`config.mk`:
```
export PLATFORM = sky130hd
export DESIGN_NAME = isolated_pixel_check_top
export DESIGN_NICKNAME = d
export VERILOG_FILES = /design/src/hdl/ipc_pkg.sv /design/src/hdl/ipc_line_mem.sv /design/src/hdl/ipc_result_fifo.sv /design/src/hdl/ipc_core.sv /design/src/hdl/isolated_pixel_check_top.sv
export SDC_FILE = /design/constraint.sdc
export NUM_CORES = 1
export LEC_CHECK = 0
export CORE_MARGIN = 2
export CORE_UTILIZATION = 30
export DETAILED_ROUTE_END_ITERATION = 10
export DONT_BUFFER_PORTS = 1
export GPL_ROUTABILITY_DRIVEN = 0
export PLACE_DENSITY = 0.47
export SETUP_SLACK_MARGIN = 0.5
export SLEW_MARGIN = 20
export SYNTH_ARGS = -nofsm -noshare
export SYNTH_HDL_FRONTEND = slang
export SYNTH_SLANG_ARGS = --single-unit
```
`constraint.sdc`:
```
create_clock -name clock -period 4.8 [get_ports clock]
set_input_delay 0.48 -clock clock [delete_from_list [all_inputs] [get_ports clock]]
set_output_delay 0.48 -clock clock [all_outputs]
set_load 0.01 [all_outputs]
```
`src/hdl/ipc_pkg.sv`:
```
package ipc_pkg;

   // Frame size limits (defaults for the top level parameters)
   localparam int MaxWidthDefault  = 64;
   localparam int MaxHeightDefault = 64;

   // Configuration port
   localparam int CfgW     = 7;
   localparam int CsrAddrW = 2;
   localparam logic [CsrAddrW-1:0] REG_FRAME_HEIGHT = 2'd0;
   localparam logic [CsrAddrW-1:0] REG_FRAME_WIDTH  = 2'd1;

   // Stream payload width (whole bytes)
   localparam int DataW = 8;

   // Result queue depth
   localparam int ResultDepth = 4;

   // One line store entry: the pixel of the row above and its neighbor flag
   typedef struct packed {
      logic covered;
      logic pixel;
   } line_entry_type;

   // Frame verdict handed from the pixel core to the result queue
   typedef struct packed {
      logic valid;
      logic grid_ok;
   } result_type;

   // Index bits for an array of n entries (at least one bit)
   function automatic int idx_bits(input int n);
      int bits;
      bits = (n > 1) ? $clog2(n) : 1;
      return bits;
   endfunction

endpackage

```
`src/hdl/ipc_line_mem.sv`:
```
module ipc_line_mem #(
   parameter int DEPTH = ipc_pkg::MaxWidthDefault,
   parameter int ADDR_W = ipc_pkg::idx_bits(ipc_pkg::MaxWidthDefault)
) (
   input  logic                        clock,
   input  logic [ADDR_W-1:0]           rd_addr,
   output ipc_pkg::line_entry_type     rd_data,
   input  logic                        wr_en,
   input  logic [ADDR_W-1:0]           wr_addr,
   input  ipc_pkg::line_entry_type     wr_data
);
   import ipc_pkg::*;

   line_entry_type mem [DEPTH];
   line_entry_type rd_data_ff;

   // Write one entry, read one entry with registered data (read-before-write)
   always_ff @(posedge clock) begin
      if (wr_en) begin
         mem[wr_addr] <= wr_data;
      end
      rd_data_ff <= mem[rd_addr];
   end

   assign rd_data = rd_data_ff;

endmodule

```
`src/hdl/ipc_result_fifo.sv`:
```
module ipc_result_fifo (
   input  logic                          clock,
   input  logic                          reset,
   input  ipc_pkg::result_type           push,
   output logic [ipc_pkg::idx_bits(ipc_pkg::ResultDepth + 1)-1:0] count,
   output logic                          rsp_tvalid,
   input  logic                          rsp_tready,
   output logic                          rsp_grid_ok
);
   import ipc_pkg::*;

   localparam int PtrW = idx_bits(ResultDepth);
   localparam int CntW = idx_bits(ResultDepth + 1);

   logic            slot_ff [ResultDepth];
   logic [PtrW-1:0] wr_ptr_ff, wr_ptr_in;
   logic [PtrW-1:0] rd_ptr_ff, rd_ptr_in;
   logic [CntW-1:0] count_ff, count_in;
   logic            pop;

   assign pop         = rsp_tvalid && rsp_tready;
   assign rsp_tvalid  = (count_ff != '0);
   assign rsp_grid_ok = slot_ff[rd_ptr_ff];
   assign count       = count_ff;

   // Advance pointers with wrap, track occupancy
   always_comb begin
      wr_ptr_in = wr_ptr_ff;
      rd_ptr_in = rd_ptr_ff;
      count_in  = count_ff;
      if (push.valid) begin
         wr_ptr_in = (wr_ptr_ff == PtrW'(ResultDepth - 1)) ? '0 : wr_ptr_ff + 1'b1;
      end
      if (pop) begin
         rd_ptr_in = (rd_ptr_ff == PtrW'(ResultDepth - 1)) ? '0 : rd_ptr_ff + 1'b1;
      end
      if (push.valid && !pop) begin
         count_in = count_ff + 1'b1;
      end else if (!push.valid && pop) begin
         count_in = count_ff - 1'b1;
      end
   end

   always_ff @(posedge clock) begin
      if (reset) begin
         wr_ptr_ff <= '0;
         rd_ptr_ff <= '0;
         count_ff  <= '0;
      end else begin
         wr_ptr_ff <= wr_ptr_in;
         rd_ptr_ff <= rd_ptr_in;
         count_ff  <= count_in;
      end
   end

   // Store the verdict
   always_ff @(posedge clock) begin
      if (push.valid) begin
         slot_ff[wr_ptr_ff] <= push.grid_ok;
      end
   end

`ifndef ASSERT_OFF
   a_no_overflow: assert property (@(posedge clock) disable iff (reset)
      push.valid |-> (count_ff < CntW'(ResultDepth)))
      else $error("result queue overflow");

   a_pop_drains: assert property (@(posedge clock) disable iff (reset)
      pop && !push.valid |=> count_ff == $past(count_ff) - 1'b1)
      else $error("result queue count did not drop on pop");
`endif

endmodule

```
`src/hdl/ipc_core.sv`:
```
module ipc_core #(
   parameter int MAX_WIDTH  = ipc_pkg::MaxWidthDefault,
   parameter int MAX_HEIGHT = ipc_pkg::MaxHeightDefault,
   parameter int COL_W      = ipc_pkg::idx_bits(ipc_pkg::MaxWidthDefault)
) (
   input  logic                           clock,
   input  logic                           reset,
   input  logic                           csr_we,
   input  logic [ipc_pkg::CsrAddrW-1:0]   csr_addr,
   input  logic [ipc_pkg::CfgW-1:0]       csr_wdata,
   input  logic                           pix_accept,
   input  logic                           pix_set,
   output logic                           busy,
   output logic [COL_W-1:0]               rd_addr,
   input  ipc_pkg::line_entry_type        rd_data,
   output logic                           wr_en,
   output logic [COL_W-1:0]               wr_addr,
   output ipc_pkg::line_entry_type        wr_data,
   output ipc_pkg::result_type            result
);
   import ipc_pkg::*;

   localparam int RowW = idx_bits(MAX_HEIGHT);

   // Configuration registers
   logic [CfgW-1:0] height_ff;
   logic [CfgW-1:0] width_ff;

   // Position counters
   logic [COL_W-1:0] col_ff, col_in;
   logic [RowW-1:0]  row_ff, row_in;

   // Lookup stage signals
   logic [COL_W-1:0] last_col, col;
   logic [RowW-1:0]  last_row_idx, row;
   logic             row_end, last_row;

   // Decide stage registers
   logic             b_valid_ff;
   logic             b_pix_ff;
   logic [COL_W-1:0] b_col_ff;
   logic             b_row_nz_ff;
   logic             b_row_end_ff;
   logic             b_last_row_ff;

   // Row state and frame verdict
   line_entry_type   recent_ff, recent_in;
   logic             iso_ff, iso_in;

   // Row end entry waiting for a free write slot
   logic             pend_valid_ff, pend_valid_in;
   logic [COL_W-1:0] pend_addr_ff, pend_addr_in;
   line_entry_type   pend_data_ff, pend_data_in;

   // Copy of the last memory write, for the read that overlapped it
   logic             fw_en_ff;
   logic [COL_W-1:0] fw_addr_ff;
   line_entry_type   fw_data_ff;

   // Decide stage signals
   line_entry_type   entry, cur;
   logic             col_nz, above, left, cov, found_up, found_left;
   logic             frame_end, iso_now, b_write;

   // Hold configuration
   always_ff @(posedge clock) begin
      if (reset) begin
         height_ff <= CfgW'(1);
         width_ff  <= CfgW'(1);
      end else if (csr_we) begin
         unique case (csr_addr)
            REG_FRAME_HEIGHT: height_ff <= csr_wdata;
            REG_FRAME_WIDTH:  width_ff  <= csr_wdata;
            default: ;
         endcase
      end
   end

   // Clamp frame size and position, look up the line entry
   always_comb begin
      if (width_ff == '0) begin
         last_col = '0;
      end else if (int'(width_ff) > MAX_WIDTH) begin
         last_col = COL_W'(MAX_WIDTH - 1);
      end else begin
         last_col = COL_W'(width_ff - 1'b1);
      end
      if (height_ff == '0) begin
         last_row_idx = '0;
      end else if (int'(height_ff) > MAX_HEIGHT) begin
         last_row_idx = RowW'(MAX_HEIGHT - 1);
      end else begin
         last_row_idx = RowW'(height_ff - 1'b1);
      end
      col      = (col_ff > last_col) ? last_col : col_ff;
      row      = (row_ff > last_row_idx) ? last_row_idx : row_ff;
      row_end  = (col == last_col);
      last_row = (row == last_row_idx);

      if (row_end && last_row) begin
         col_in = '0;
         row_in = '0;
      end else if (row_end) begin
         col_in = '0;
         row_in = row + 1'b1;
      end else begin
         col_in = col + 1'b1;
         row_in = row;
      end
   end

   assign rd_addr = col;

   // Advance counters and load the decide stage
   always_ff @(posedge clock) begin
      if (reset) begin
         col_ff     <= '0;
         row_ff     <= '0;
         b_valid_ff <= 1'b0;
      end else begin
         b_valid_ff <= pix_accept;
         if (pix_accept) begin
            col_ff <= col_in;
            row_ff <= row_in;
         end
      end
   end

   always_ff @(posedge clock) begin
      if (pix_accept) begin
         b_pix_ff      <= pix_set;
         b_col_ff      <= col;
         b_row_nz_ff   <= (row != '0);
         b_row_end_ff  <= row_end;
         b_last_row_ff <= last_row;
      end
   end

   // Decide the pixel above and the pixel to the left
   always_comb begin
      if (pend_valid_ff && (pend_addr_ff == b_col_ff)) begin
         entry = pend_data_ff;
      end else if (fw_en_ff && (fw_addr_ff == b_col_ff)) begin
         entry = fw_data_ff;
      end else begin
         entry = rd_data;
      end
      col_nz     = (b_col_ff != '0);
      above      = b_row_nz_ff & entry.pixel;
      found_up   = above & ~entry.covered & ~b_pix_ff;
      left       = col_nz & recent_ff.pixel;
      found_left = left & b_last_row_ff & ~(recent_ff.covered | b_pix_ff);
      cov        = above | left;
      cur.pixel   = b_pix_ff;
      cur.covered = cov;
      frame_end  = b_row_end_ff & b_last_row_ff;
      iso_now    = iso_ff | found_up | found_left | (frame_end & b_pix_ff & ~cov);

      recent_in = recent_ff;
      iso_in    = iso_ff;
      if (b_valid_ff) begin
         recent_in = b_row_end_ff ? '0 : cur;
         iso_in    = frame_end ? 1'b0 : iso_now;
      end
   end

   // Write back the left neighbor, else drain the row end entry
   always_comb begin
      b_write         = b_valid_ff & col_nz;
      wr_en           = b_write | pend_valid_ff;
      wr_addr         = b_write ? b_col_ff - 1'b1 : pend_addr_ff;
      wr_data.pixel   = b_write ? recent_ff.pixel : pend_data_ff.pixel;
      wr_data.covered = b_write ? (recent_ff.covered | b_pix_ff) : pend_data_ff.covered;

      pend_valid_in = pend_valid_ff & b_write;
      pend_addr_in  = pend_addr_ff;
      pend_data_in  = pend_data_ff;
      if (b_valid_ff && b_row_end_ff) begin
         pend_valid_in = 1'b1;
         pend_addr_in  = b_col_ff;
         pend_data_in  = cur;
      end
   end

   always_ff @(posedge clock) begin
      if (reset) begin
         recent_ff     <= '0;
         iso_ff        <= 1'b0;
         pend_valid_ff <= 1'b0;
         fw_en_ff      <= 1'b0;
      end else begin
         recent_ff     <= recent_in;
         iso_ff        <= iso_in;
         pend_valid_ff <= pend_valid_in;
         fw_en_ff      <= wr_en;
      end
   end

   always_ff @(posedge clock) begin
      pend_addr_ff <= pend_addr_in;
      pend_data_ff <= pend_data_in;
      fw_addr_ff   <= wr_addr;
      fw_data_ff   <= wr_data;
   end

   assign busy           = b_valid_ff;
   assign result.valid   = b_valid_ff & frame_end;
   assign result.grid_ok = ~iso_now;

`ifndef ASSERT_OFF
   a_no_write_clash: assert property (@(posedge clock) disable iff (reset)
      b_valid_ff && col_nz |-> !pend_valid_ff)
      else $error("left write and row end entry compete for the write port");

   a_frame_restart: assert property (@(posedge clock) disable iff (reset)
      pix_accept && row_end && last_row |=> col_ff == '0 && row_ff == '0)
      else $error("position counters did not restart at frame end");
`endif

endmodule

```
`src/hdl/isolated_pixel_check_top.sv`:
```
// Isolated pixel check, 4-connected, over a binary raster frame.
// req_ channel: one pixel per transaction in raster order, req_tdata[0] is
// the pixel. The frame size comes from csr_ registers: index REG_FRAME_HEIGHT
// holds rows, REG_FRAME_WIDTH pixels per row (zero acts as 1, larger than
// the maximum saturates). Write them only while no frame is in progress.
// rsp_ channel: one transaction per frame, after its last pixel;
// rsp_tdata[0] is 1 when no set pixel lacks a set up/down/left/right
// neighbor inside the frame.
// Throughput is one pixel per cycle while req_tready is high: the line store
// is read in the lookup stage and written back in the decide stage, one read
// and one write port. Verdicts pass from the decide stage to the result queue.
// A stalled receiver is absorbed by a four-entry result queue; req_tready
// drops only while that queue and the decide stage could not take another
// verdict. Reset clears counters, queue and registers to a 1x1 frame; the
// line store holds nothing valid and needs no clearing pass.
module isolated_pixel_check_top #(
   parameter int MAX_WIDTH  = ipc_pkg::MaxWidthDefault,
   parameter int MAX_HEIGHT = ipc_pkg::MaxHeightDefault
) (
   input  logic                          clock,
   input  logic                          reset,
   input  logic                          req_tvalid,
   output logic                          req_tready,
   input  logic [ipc_pkg::DataW-1:0]     req_tdata,   // [0] pixel_set
   output logic                          rsp_tvalid,
   input  logic                          rsp_tready,
   output logic [ipc_pkg::DataW-1:0]     rsp_tdata,   // [0] grid_ok
   input  logic                          csr_we,
   input  logic [ipc_pkg::CsrAddrW-1:0]  csr_addr,
   input  logic [ipc_pkg::CfgW-1:0]      csr_wdata
);
   import ipc_pkg::*;

   localparam int ColW = idx_bits(MAX_WIDTH);
   localparam int CntW = idx_bits(ResultDepth + 1);

   logic             pix_accept;
   logic             busy;
   logic [ColW-1:0]  rd_addr;
   line_entry_type   rd_data;
   logic             wr_en;
   logic [ColW-1:0]  wr_addr;
   line_entry_type   wr_data;
   result_type       result;
   logic [CntW-1:0]  q_count;
   logic             grid_ok;

   // Take a pixel only while the queue has room for every verdict in flight
   assign req_tready = ((CntW+1)'(q_count) + (CntW+1)'(busy)) < (CntW+1)'(ResultDepth);
   assign pix_accept = req_tvalid && req_tready;

   ipc_core #(
      .MAX_WIDTH  (MAX_WIDTH),
      .MAX_HEIGHT (MAX_HEIGHT),
      .COL_W      (ColW)
   ) u_core (
      .clock      (clock),
      .reset      (reset),
      .csr_we     (csr_we),
      .csr_addr   (csr_addr),
      .csr_wdata  (csr_wdata),
      .pix_accept (pix_accept),
      .pix_set    (req_tdata[0]),
      .busy       (busy),
      .rd_addr    (rd_addr),
      .rd_data    (rd_data),
      .wr_en      (wr_en),
      .wr_addr    (wr_addr),
      .wr_data    (wr_data),
      .result     (result)
   );

   ipc_line_mem #(
      .DEPTH  (MAX_WIDTH),
      .ADDR_W (ColW)
   ) u_line_mem (
      .clock   (clock),
      .rd_addr (rd_addr),
      .rd_data (rd_data),
      .wr_en   (wr_en),
      .wr_addr (wr_addr),
      .wr_data (wr_data)
   );

   ipc_result_fifo u_result_fifo (
      .clock       (clock),
      .reset       (reset),
      .push        (result),
      .count       (q_count),
      .rsp_tvalid  (rsp_tvalid),
      .rsp_tready  (rsp_tready),
      .rsp_grid_ok (grid_ok)
   );

   assign rsp_tdata = {(DataW-1)'(0), grid_ok};

endmodule

```
==> flow_summary.toml <==
[outcome]
status = "completed"

[sta]
post-route-period-util_pct = 87.0
rsz0062_at_grt = "no"
final.setup.tns_ps = 0
final_hold_viol_count = 0
finalSetupViolCount = 0
max_freq_mhz = 240
max-slew-margin-rel_pct = 48.7
tightestPinTransition_ps = 765
finClkSkew_ps = 17.1
drv_slew = 0
whs_ps = 30.2
layout_min_cycle_time_ps = 4170
timing.final.ws_setup_ps = 626

[critical_path]
crit_path_start_kind = "flop"
worstRegToRegCells = 14
path_max_fanout = 7
r2r_setup_slack_ps = 630
crit_required_ps = 5200
arrival_ps = 4580
critPathKind = "flop to flop"
endpoint_kind = "flop"
r2r-end = "u_line_mem.rd_data[1]"
timing.rr.start = "u_core.width_ff[3]"

[grt]
grt_pass1_wl_mm = 33.7
grt_remaining_overflow = 0
met3_usage_pct = 2.12
grt_usage_pct = 12.8
antenna_found_initial = 0
busiest_layer = "met2"
grtUsageMet1_pct = 17.0
grt_pass1_vias = 6096
grt_max_degree = 66
grt_use_met2_pct = 21.2

[synth]
synth_enable_flop_cells = 150
synthXorXnorAreaFrac_pct = 3.62
synth_fa_ha_area_share_pct = 3.77
ys_seq_elements = 201
synth_compound_area_share_pct = 8.93
yosysSeqAreaShare_pct = 57.1
synth_area_um2 = 9680
synthMuxAreaShare_pct = 10.0
syn_inst = 819
yosys.area_share.simple_pct = 12.3
syn_avg_cell_area_um2 = 11.8
ys.flop_type = "edfxtp_1"
async_flop_share_pct = 0
synth_top_family_by_area = "simple AND/OR/NAND/NOR gates"
synth.distinct_cells = 70
yosysWarnings = 0

[worst_hold_path]
holdPathStages = 1
hold_start = "reset"
min_to = "u_result_fifo.count[2]"
hp-class = "input pin to flop"

[clocking]
numCtsBuffers = 23
cts.htree.levels = 1
clockRootBuffer = "clkbuf_16"
clk_pin_slew_ps = 60
cts_sinks = 201
hold_buffers = 0
clock_latency_ps = 520
cts_tree = "built"
cts_max_path_buffers = 3

[die]
coreArea_um2 = 31600
die_area_um2 = 33700
die_h_um = 184
io-pin-count = 32
die-width_um = 184
start_util_pct = 30.6
rows = 65

[pwr]
p_per_area_nw_per_um2 = 461
p_leak_nw = 4.15
ir_worst_vdd_v = 0.000271

[run]
drv_cap = 0

[placed_design]
dp_hpwl_mm = 14.3
dp_slack_ps = 39.6
port_buffers = 0

[final_layout]
ff_latch_area_um2 = 5530
fin_nets = 904
fillCellCount = 3153
areaGrowthSynthToFinish_pct = 16.9
utilization_pct = 35.8
diodes = 0
multiInputGateArea_um2 = 3940
layout_commonest_cell = "edfxtp_1"
drive_above_1_share_pct = 16.4
final_cell_mix = "edfxtp_1 (150), nor2_1 (124), dfxtp_1 (49)"

[route]
avgViaCountPerCell = 4.83
drc_errors = 0
vias = 6159
finalWirelength_mm = 21.7
drtIter0Drc = 247
dr.pass1.iters = 5
routedWlPerCell_um = 17.0
ant_nets = 0
## per-stage QoR
stage          total power, mW  cell area (um2)  cells
6_report                  5.22            11300   1274
2_1_floorplan             3.12             9700    825
4_1_cts                   5.21            11000   1252
5_1_grt                   5.50            11300   1274
3_5_place_dp              3.44            10200   1209
3_3_place_gp              3.44            10200   1209
## final cells by class
cell class                 instances  share of cell area, %
tap                              402                   4.44
timing repair buffer              44                   3.69
clock buffer                      33                   5.77
inverter                          50                   1.67
clock inverter                     9                  0.763
multi-input combinational        535                   34.8
sequential                       201                   48.9
## Yosys cell counts, types with 11 or more instances
| cell type | instances | area, um2 |
|---|---|---|
| o21ai_0 | 14 | 70.1 |
| nand2_1 | 49 | 184 |
| buf_4 | 11 | 82.6 |
| clkbuf_1 | 14 | 52.6 |
| nor3_1 | 13 | 65.1 |
| a21oi_1 | 45 | 225 |
| mux4_2 | 17 | 383 |
| nor2b_1 | 13 | 81.3 |
| xor2_1 | 16 | 140 |
| nand3_1 | 15 | 75.1 |
| nor2_1 | 125 | 469 |
| edfxtp_1 | 150 | 4500 |
| mux2i_1 | 45 | 450 |
| xnor2_1 | 24 | 210 |
| ha_1 | 26 | 325 |
| dfxtp_1 | 51 | 1020 |
| inv_1 | 48 | 180 |
## routing by layer
layer  share of wire (%)  wire [um]
met1                  47      10100
met3                 3.6        779
met5                   0          0
met2                  47      10100
met4                 3.0        646
## report_power, final
group          leakage, nW  total (mW)  switching (mW)  internal (mW)
logic                 2.00        1.36           0.788          0.574
clock network        0.366        1.70           0.694           1.01
registers             1.78        2.16          0.0966           2.07
total                 4.15        5.22            1.58           3.64
## how the worst max path moves through the flow
stage | startpoint | cells after the start | endpoint
3_5_place_dp | u_core.width_ff[3] | 13 | u_line_mem.rd_data[0]
4_1_cts | u_core.width_ff[0] | 19 | u_line_mem.rd_data[0]
2_1_floorplan | u_core.width_ff[0] | 16 | u_line_mem.rd_data[1]
6_report | u_core.width_ff[3] | 14 | u_line_mem.rd_data[1]
5_1_grt | u_core.width_ff[0] | 18 | u_line_mem.rd_data[1]
3_3_place_gp | u_core.width_ff[3] | 13 | u_line_mem.rd_data[0]
## cell families after synthesis
group | after synthesis
compound gates | 126
mux | 72
flops | 201
simple gates | 261
other cells | 1
xor+xnor | 40
fa+ha+maj | 29
buf+inv | 89
## state kept, by name (all words and copies together), names as in the netlist, 3 cells and up, named ones only
signal,flops
u_core.width_ff,7
u_core.col_ff,6
u_result_fifo.count,3
u_core.height_ff,7
u_core.fw_addr_ff,6
u_result_fifo.slot_ff,4
u_line_mem.mem,128
u_core.pend_addr_ff,6
u_core.row_ff,6
u_core.b_col_ff,6
## timing repair
action	4_1_cts	5_1_grt
buffers inserted	0	21
pin swaps	0	14
setup endpoints to repair	4	2
cloned	1	1
gates resized for setup	9	31
## critical path: stages (launching register included)
cell and delay (ps):
dfxtp_4 340, or3_4 430, nor4_4 330, o32ai_4 160, ha_4 310, nand4_1 110
a21oi_2 210, o31a_1 260, mux2i_4 340, buf_12 180, buf_4 120, mux4_2 520
o211ai_1 240, o22ai_2 130, or3_1 380
Power figures use the tool's default switching activity.
